[src/sv/pngunf_pkg.sv]
package pngunf_pkg;

  // filter type codes carried in the first byte of every scanline
  localparam logic [7:0] FILT_SUB   = 8'd1;
  localparam logic [7:0] FILT_UP    = 8'd2;
  localparam logic [7:0] FILT_AVG   = 8'd3;
  localparam logic [7:0] FILT_PAETH = 8'd4;

  // configuration register indexes
  localparam logic CFG_PIXEL_BYTES = 1'b0;
  localparam logic CFG_ROW_BYTES   = 1'b1;

  localparam int CFG_DATA_W = 14;

  // bytes per pixel limits and reset values
  localparam logic [2:0]  PIX_BYTES_MIN   = 3'd3;
  localparam logic [2:0]  PIX_BYTES_MAX   = 3'd4;
  localparam logic [2:0]  PIX_BYTES_RESET = 3'd4;
  localparam logic [13:0] ROW_BYTES_RESET = 14'd8192;

  // neighbor bytes and filter type handed to the predictor
  typedef struct packed {
    logic [7:0] filter;
    logic [7:0] left;
    logic [7:0] above;
    logic [7:0] upper_left;
  } pred_in_t;

endpackage

[src/sv/pngunf_predict.sv]
module pngunf_predict
  import pngunf_pkg::*;
(
  input  pred_in_t   pred_in,
  input  logic [7:0] data_byte,
  output logic [7:0] pixel_byte
);

  logic [9:0] dist_a;
  logic [9:0] dist_b;
  logic [9:0] dist_c;
  logic [9:0] sum_ab;
  logic [9:0] twice_c;
  logic [8:0] avg_sum;
  logic [7:0] paeth;
  logic [7:0] pred;

  // paeth distances without signed math: |b-c|, |a-c|, |a+b-2c|
  always_comb begin
    sum_ab  = 10'(pred_in.left) + 10'(pred_in.above);
    twice_c = 10'(pred_in.upper_left) + 10'(pred_in.upper_left);
    dist_a  = (pred_in.above >= pred_in.upper_left) ?
              10'(pred_in.above - pred_in.upper_left) :
              10'(pred_in.upper_left - pred_in.above);
    dist_b  = (pred_in.left >= pred_in.upper_left) ?
              10'(pred_in.left - pred_in.upper_left) :
              10'(pred_in.upper_left - pred_in.left);
    dist_c  = (sum_ab >= twice_c) ? (sum_ab - twice_c) : (twice_c - sum_ab);
    if (dist_a <= dist_b && dist_a <= dist_c) begin
      paeth = pred_in.left;
    end else if (dist_b <= dist_c) begin
      paeth = pred_in.above;
    end else begin
      paeth = pred_in.upper_left;
    end
  end

  // predictor select and reconstruction
  always_comb begin
    avg_sum = 9'(pred_in.left) + 9'(pred_in.above);
    unique case (pred_in.filter)
      FILT_SUB:   pred = pred_in.left;
      FILT_UP:    pred = pred_in.above;
      FILT_AVG:   pred = avg_sum[8:1];
      FILT_PAETH: pred = paeth;
      default:    pred = 8'd0;
    endcase
    pixel_byte = data_byte + pred;
  end

endmodule

[config.mk]
export PLATFORM = sky130hd
export DESIGN_NAME = pngunf_predict
export DESIGN_NICKNAME = d
export VERILOG_FILES = /design/src/sv/pngunf_pkg.sv /design/src/sv/pngunf_predict.sv
export SDC_FILE = /design/constraint.sdc
export NUM_CORES = 1
export LEC_CHECK = 0
export ABC_AREA = 0
export BUFFER_PORTS_ARGS = -buffer_cell sky130_fd_sc_hd__buf_2
export CAP_MARGIN = 20
export CORE_ASPECT_RATIO = 1.75
export CORE_UTILIZATION = 46
export DETAILED_ROUTE_END_ITERATION = 8
export PLACE_DENSITY = 0.62
export REMOVE_ABC_BUFFERS = 1
export SETUP_SLACK_MARGIN = 0.15
export SLEW_MARGIN = 40
export SYNTH_ARGS = -nofsm -noshare
export SYNTH_HDL_FRONTEND = slang
export SYNTH_SLANG_ARGS = --single-unit
[constraint.sdc]
create_clock -name vclk -period 26.4
set_clock_uncertainty 0.1 [all_clocks]
set_input_delay 3.96 -clock vclk [all_inputs]
set_output_delay 3.96 -clock vclk [all_outputs]
set_load 0.05 [all_outputs]
==> results of run 1 <==
[kinds of logic after synthesis]
kind of cell / count (synthesis)
compound gates: 181
xor+xnor: 33
fa+ha+maj: 100
buf+inv: 75
mux: 18
simple gates: 143
[worst paths after layout]
kind	from	end	slack, ps	cells past startpoint
max	pred_in[9]	pixel_byte[7]	10420	33
min	data_byte[0]	pixel_byte[0]	8260	3
[power by group]
part / leakage [nW] / total [W] / internal [W] / switching [W]
Sequential: 0 / 0 / 0 / 0
Combinational: 2.20 / 0.000234 / 0.0000954 / 0.000138
Clock: 0 / 0 / 0 / 0
Total: 2.20 / 0.000234 / 0.0000954 / 0.000138
[placed cells by master (no fill, tap or decap), types with 3 or more instances in the layout]
cell      netlist  final
a211oi_1        7      7
a21o_1         18     18
a21oi_1        46     46
a22oi_1         4      4
a31oi_1         5      5
and2_1          8      8
and3_1          3      3
buf_2           5     48
fa_1            8      8
ha_1           92     92
inv_1          62     62
mux2i_1        16     16
nand2_1        43     43
nand3_1         4      4
nand4_1         6      6
nor2_1         35     35
nor2b_1         8      8
nor3_1         14     14
nor4_1          3      3
o211ai_1        5      5
o21a_1          7      7
o21ai_0        32     32
o21bai_1        5      5
o221ai_1        3      3
o22ai_1        10     10
o31a_1          3      3
or3_1           3      3
xnor2_1        24     24
xor2_1          9      9
[cell type report]
cell class	instances	area [sq um]
timing repair buffer	50	255
fill	881	4010
inverter	62	233
multi-input combinational	475	3730
tap	115	144
[metal layers]
layer  wire length [um]  part of all wire [%]  up-vias  global-route usage, %
li1                   -                     -     2076                      -
met2               7100                    54      150                   58.2
met5                  0                     0        -                      0
met3                425                   3.2       65                   1.69
met4                958                   7.3        0                   17.9
met1               4650                    35     2008                   28.5
[per-stage QoR]
stage               worst slack [ps]  total power [W]  cells  area [sq um]  hold slack (ps)
floorplan                      10930         0.000167    537          3950             8200
global placement               10480         0.000224    702          4350             8260
detailed placement             10200         0.000229    702          4350             8270
CTS                            10180         0.000231    702          4350             8270
global route                    9800         0.000259    702          4360             8280
finish                         10420         0.000234    702          4360             8260
[worst min-delay path, cell delays in order]
cell	delay, ps
buf_2	80
ha_1	110
buf_2	250
==> flow_metrics.env, run 1 <==
export IMPL_grt_usage_pct=29.6
export IMPL_dpl_hpwl_mm=11.6
export IMPL_yosys_mux_area_fraction_pct=4.55
export IMPL_seq_cells=0
export IMPL_wl_per_cell_um=18.7
export IMPL_maxCapViolCount=0
export IMPL_synth_top_family_by_area="adder cells"
export IMPL_crit_slowest_cell="nor3_4"
export IMPL_cpMostUsedCell="ha_1"
export IMPL_required_ps=22340
export IMPL_io_pins=48
export IMPL_syn_inst=550
export IMPL_fin_crit_sh_pct=60.5
export IMPL_clock_buffers=0
export IMPL_p_per_area_nw_per_um2=53.6
export IMPL_setup_viol=0
export IMPL_synth_top_cells_by_area="ha_1 29%, inv_1 5.8%, a21oi_1 5.7%, xnor2_1 5.2%, nand2_1 4.0%"
export IMPL_yosysMostFrequentCell="ha_1"
export IMPL_drt_total_wl_mm=13.1
export IMPL_synth_fa_ha_area_share_pct=32.7
export IMPL_final_util_pct=52.1
export IMPL_worstPathArrival_ps=11920
export IMPL_crit_path_start_kind="primary input"
export IMPL_cp_end_kind="output port"
export IMPL_grt_pass1_vias=4433
export IMPL_synthesis_area_sq_um=4010
export IMPL_postCtsHoldBufs=0
export IMPL_cp_top_family="compound AO/OA/AOI/OAI gates"
export IMPL_yosysTopAreaCell="ha_1"
export IMPL_synth_compound_area_share_pct=30.8
export IMPL_max_vdd_ir_drop_mv=0.0307
export IMPL_avgViaCountPerCell=6.12
export IMPL_worst_pin_slew_ps=694
export IMPL_seq_area_frac_synth_pct=0
export IMPL_yosys_area_share_simple_pct=17.5
export IMPL_status="complete, no violations"
export IMPL_die_w_um=72.6
export IMPL_area_growth_pct=8.64
export IMPL_maxSlewHeadroom_pct=53.7
export IMPL_cts_resized=0
export IMPL_drive_gt1_share_pct=11.8
export IMPL_layout_nets=729
export IMPL_synth_xor_area_share_pct=7.21
export IMPL_yosys_warnings=0
export IMPL_fp_row_count=44
export IMPL_antenna_found_initial=0
export IMPL_io_buffers=48
export IMPL_p_leak_nw=2.20
export IMPL_maxSlewViolCount=0
export IMPL_gp_routability_congestion=0.946
export IMPL_rsz0062_at_grt="no"
export IMPL_dieArea_sq_um=9110
export IMPL_drc_errors=0
export IMPL_via_count=4299
export IMPL_hold_path_class="primary input to output port"
export IMPL_grt_ovfl_total=0
export IMPL_initial_core_util_pct=47.9
export IMPL_period_minus_slack_ps=15980
export IMPL_grt_pass1_wl_mm=21.1
export IMPL_cp_max_fo=14
export IMPL_ys_top_cells_by_count="92 x ha_1, 62 x inv_1, 46 x a21oi_1"
export IMPL_grt_max_degree=18
export IMPL_slowest_delay_ps=510
export IMPL_finalSetupTns_ps=0
export IMPL_drt_pass1_iter_count=4
export IMPL_synth_area_per_cell_sq_um=7.29
export IMPL_postRouteAntennaNets=0
export IMPL_antenna_cells=0
export IMPL_drtIter0Drc=153
export IMPL_fmax_mhz=62.6
export IMPL_crit_buf_inv=4
export IMPL_regArea_sq_um=0
export IMPL_ys_types=72
export IMPL_path_class="primary input to output port"
export IMPL_coreArea_sq_um=8370
export IMPL_synth_top_area_share_pct=28.7
export IMPL_hold_viol_final=0
export IMPL_dieHeight_um=126
export IMPL_cts_setup_buffers=0
Note: power is estimated with default switching activity, not from simulation.
==> run 2, diff against run 1 <==
ABC_AREA = 1   (was 0)
clock period = 16.65 ns   (was 26.4 ns; I/O delays follow)
==> flow_metrics.env, run 2 <==
export IMPL_worst_pin_slew_ps=794
export IMPL_grt_pass1_wl_mm=21.2
export IMPL_seq_area_frac_synth_pct=0
export IMPL_die_w_um=73.5
export IMPL_p_int_w=0.000113
export IMPL_synth_area_per_cell_sq_um=6.33
export IMPL_yosysMostFrequentCell="nand2_1"
export IMPL_endpoint="pixel_byte[6]"
export IMPL_clock_buffers=0
export IMPL_crit_slowest_cell="fa_1"
export IMPL_crit_start="pred_in[8]"
export IMPL_period_minus_slack_ps=11260
export IMPL_status="complete, no violations"
export IMPL_postCtsHoldBufs=0
export IMPL_hold_viol_final=0
export IMPL_swShare_pct=64.6
export IMPL_drc_errors=0
export IMPL_cp_max_fo=14
export IMPL_drt_total_wl_mm=13.2
export IMPL_antenna_found_initial=0
export IMPL_setup_slack_ps=5390
export IMPL_initial_core_util_pct=47.5
export IMPL_layout_commonest_cell="nand2_1"
export IMPL_yosysTopAreaCell="ha_1"
export IMPL_fin_crit_sh_pct=67.6
export IMPL_switching_power_w=0.000207
export IMPL_rsz0062_at_grt="no"
export IMPL_worstPathArrival_ps=8670
export IMPL_wl_per_cell_um=16.4
export IMPL_grt_util_met1_pct=30.0
export IMPL_ys_types=42
export IMPL_postRouteAntennaNets=0
export IMPL_cp_end_kind="output port"
export IMPL_p_clk_share_pct=0
export IMPL_io_buffers=48
export IMPL_synth_top_cells_by_area="ha_1 28%, nand2_1 13%, inv_1 11%, a21oi_1 6.9%, xor2_1 5.5%"
export IMPL_grt_busiest_layer="met2"
export IMPL_grt_ovfl_total=0
export IMPL_grt_met3_usage_pct=1.26
export IMPL_dp_slack_ps=5440
export IMPL_seq_cells=0
export IMPL_pwr_share_seq_pct=0
export IMPL_area_growth_pct=7.32
export IMPL_p_total_w=0.000320
export IMPL_maxSlewViolCount=0
export IMPL_drive_gt1_share_pct=13.0
export IMPL_slowest_delay_ps=410
export IMPL_fp_row_count=45
export IMPL_maxCapViolCount=0
export IMPL_via_count=4372
export IMPL_grt_use_met2_pct=57.9
export IMPL_path_class="primary input to output port"
export IMPL_cts_resized=0
export IMPL_p_comb_share_pct=100.0
export IMPL_syn_inst=651
export IMPL_gp_routability_congestion=0.982
export IMPL_crit_path_start_kind="primary input"
export IMPL_maxSlewHeadroom_pct=46.7
export IMPL_p_per_area_nw_per_um2=72.5
export IMPL_dpl_hpwl_mm=11.8
export IMPL_fmax_mhz=88.8
export IMPL_hold_path_class="primary input to output port"
export IMPL_finalSetupTns_ps=0
export IMPL_p_leak_nw=2.53
export IMPL_required_ps=14050
export IMPL_antenna_cells=0
export IMPL_placed_cell_area_sq_um=4420
export IMPL_drt_pass1_iter_count=4
export IMPL_fin_area_sq_um=4420
export IMPL_grt_usage_pct=29.5
export IMPL_synth_top_area_share_pct=28.0
export IMPL_setup_viol=0
export IMPL_max_vdd_ir_drop_mv=0.0350
export IMPL_final_util_pct=51.0
export IMPL_dieArea_sq_um=9350
export IMPL_layout_nets=829
export IMPL_io_pins=48
export IMPL_cts_setup_buffers=0
export IMPL_ys_top_cells_by_count="147 x nand2_1, 120 x inv_1, 92 x ha_1"
export IMPL_drtIter0Drc=194
export IMPL_yosys_warnings=0
export IMPL_grt_pass1_vias=4393
export IMPL_regArea_sq_um=0
export IMPL_synthesis_area_sq_um=4120
export IMPL_dieHeight_um=127
export IMPL_grt_max_degree=16
export IMPL_avgViaCountPerCell=5.44
export IMPL_coreArea_sq_um=8670
export IMPL_mostFrequentLayoutCells="147 x nand2_1, 120 x inv_1, 92 x ha_1"
==> run 2: cell count changes after synthesis, moves of 12 or more <==
cell,change
a21o_1,-16
inv_1,+58
mux2i_1,-16
nand2_1,+104
nand2_2,+12
nand3_1,+17
o211ai_1,+15
o21ai_0,-14
xnor2_1,-16
xor2_1,+17
==> run 2: cells by family after synthesis <==
logic type / synth area share (%)
AO/OA/AOI/OAI: 22.6
adder cells (fa/ha/maj): 31.8
XOR/XNOR: 7.63
AND/OR/NAND/NOR: 24.3
buffers and inverters: 13.6
==> run 2: area by class of cell <==
| type | count | area [sq um] |
|---|---|---|
| fill | 954 | 4250 |
| inverter | 125 | 469 |
| multi-input combinational | 514 | 3560 |
| tap | 117 | 146 |
| timing repair buffer | 48 | 240 |
==> run 2: layer usage <==
layer  wire (um)  vias up
met5           0        -
met4         853        0
met3         372       50
met2        7080      120
met1        4870     1978
li1            -     2224
==> run 2: stage by stage <==
stage          instances  hold slack, ps
4_1_cts              804            5340
6_report             804            5340
2_1_floorplan        639            5270
3_5_place_dp         804            5340
3_3_place_gp         804            5340
5_1_grt              804            5350
==> run 2: power groups by stage <==
stage | clock network, W | logic, W | registers (W)
after floorplan | 0 | 0.000239 | 0
after global placement | 0 | 0.000311 | 0
after detailed placement | 0 | 0.000318 | 0
after CTS | 0 | 0.000319 | 0
after global routing | 0 | 0.000366 | 0
final | 0 | 0.000320 | 0
==> run 2: how the worst min path moves through the flow <==
stage	startpoint	end	slack, ps	depth (start not counted)
floorplan	data_byte[0]	pixel_byte[0]	5270	1
global placement	data_byte[0]	pixel_byte[0]	5340	3
detailed placement	data_byte[0]	pixel_byte[0]	5340	3
CTS	data_byte[0]	pixel_byte[0]	5340	3
global route	data_byte[0]	pixel_byte[0]	5350	3
finish	data_byte[0]	pixel_byte[0]	5340	3
==> run 2: worst max-delay path: cells and delay by family <==
family	cells	cell delay, ps
AOI/OAI and AO/OA	12	1870
buffers and inverters	4	620
adders and majority gates	6	1950
and+or+nand+nor	12	1390
xor gates and xnor gates	2	310
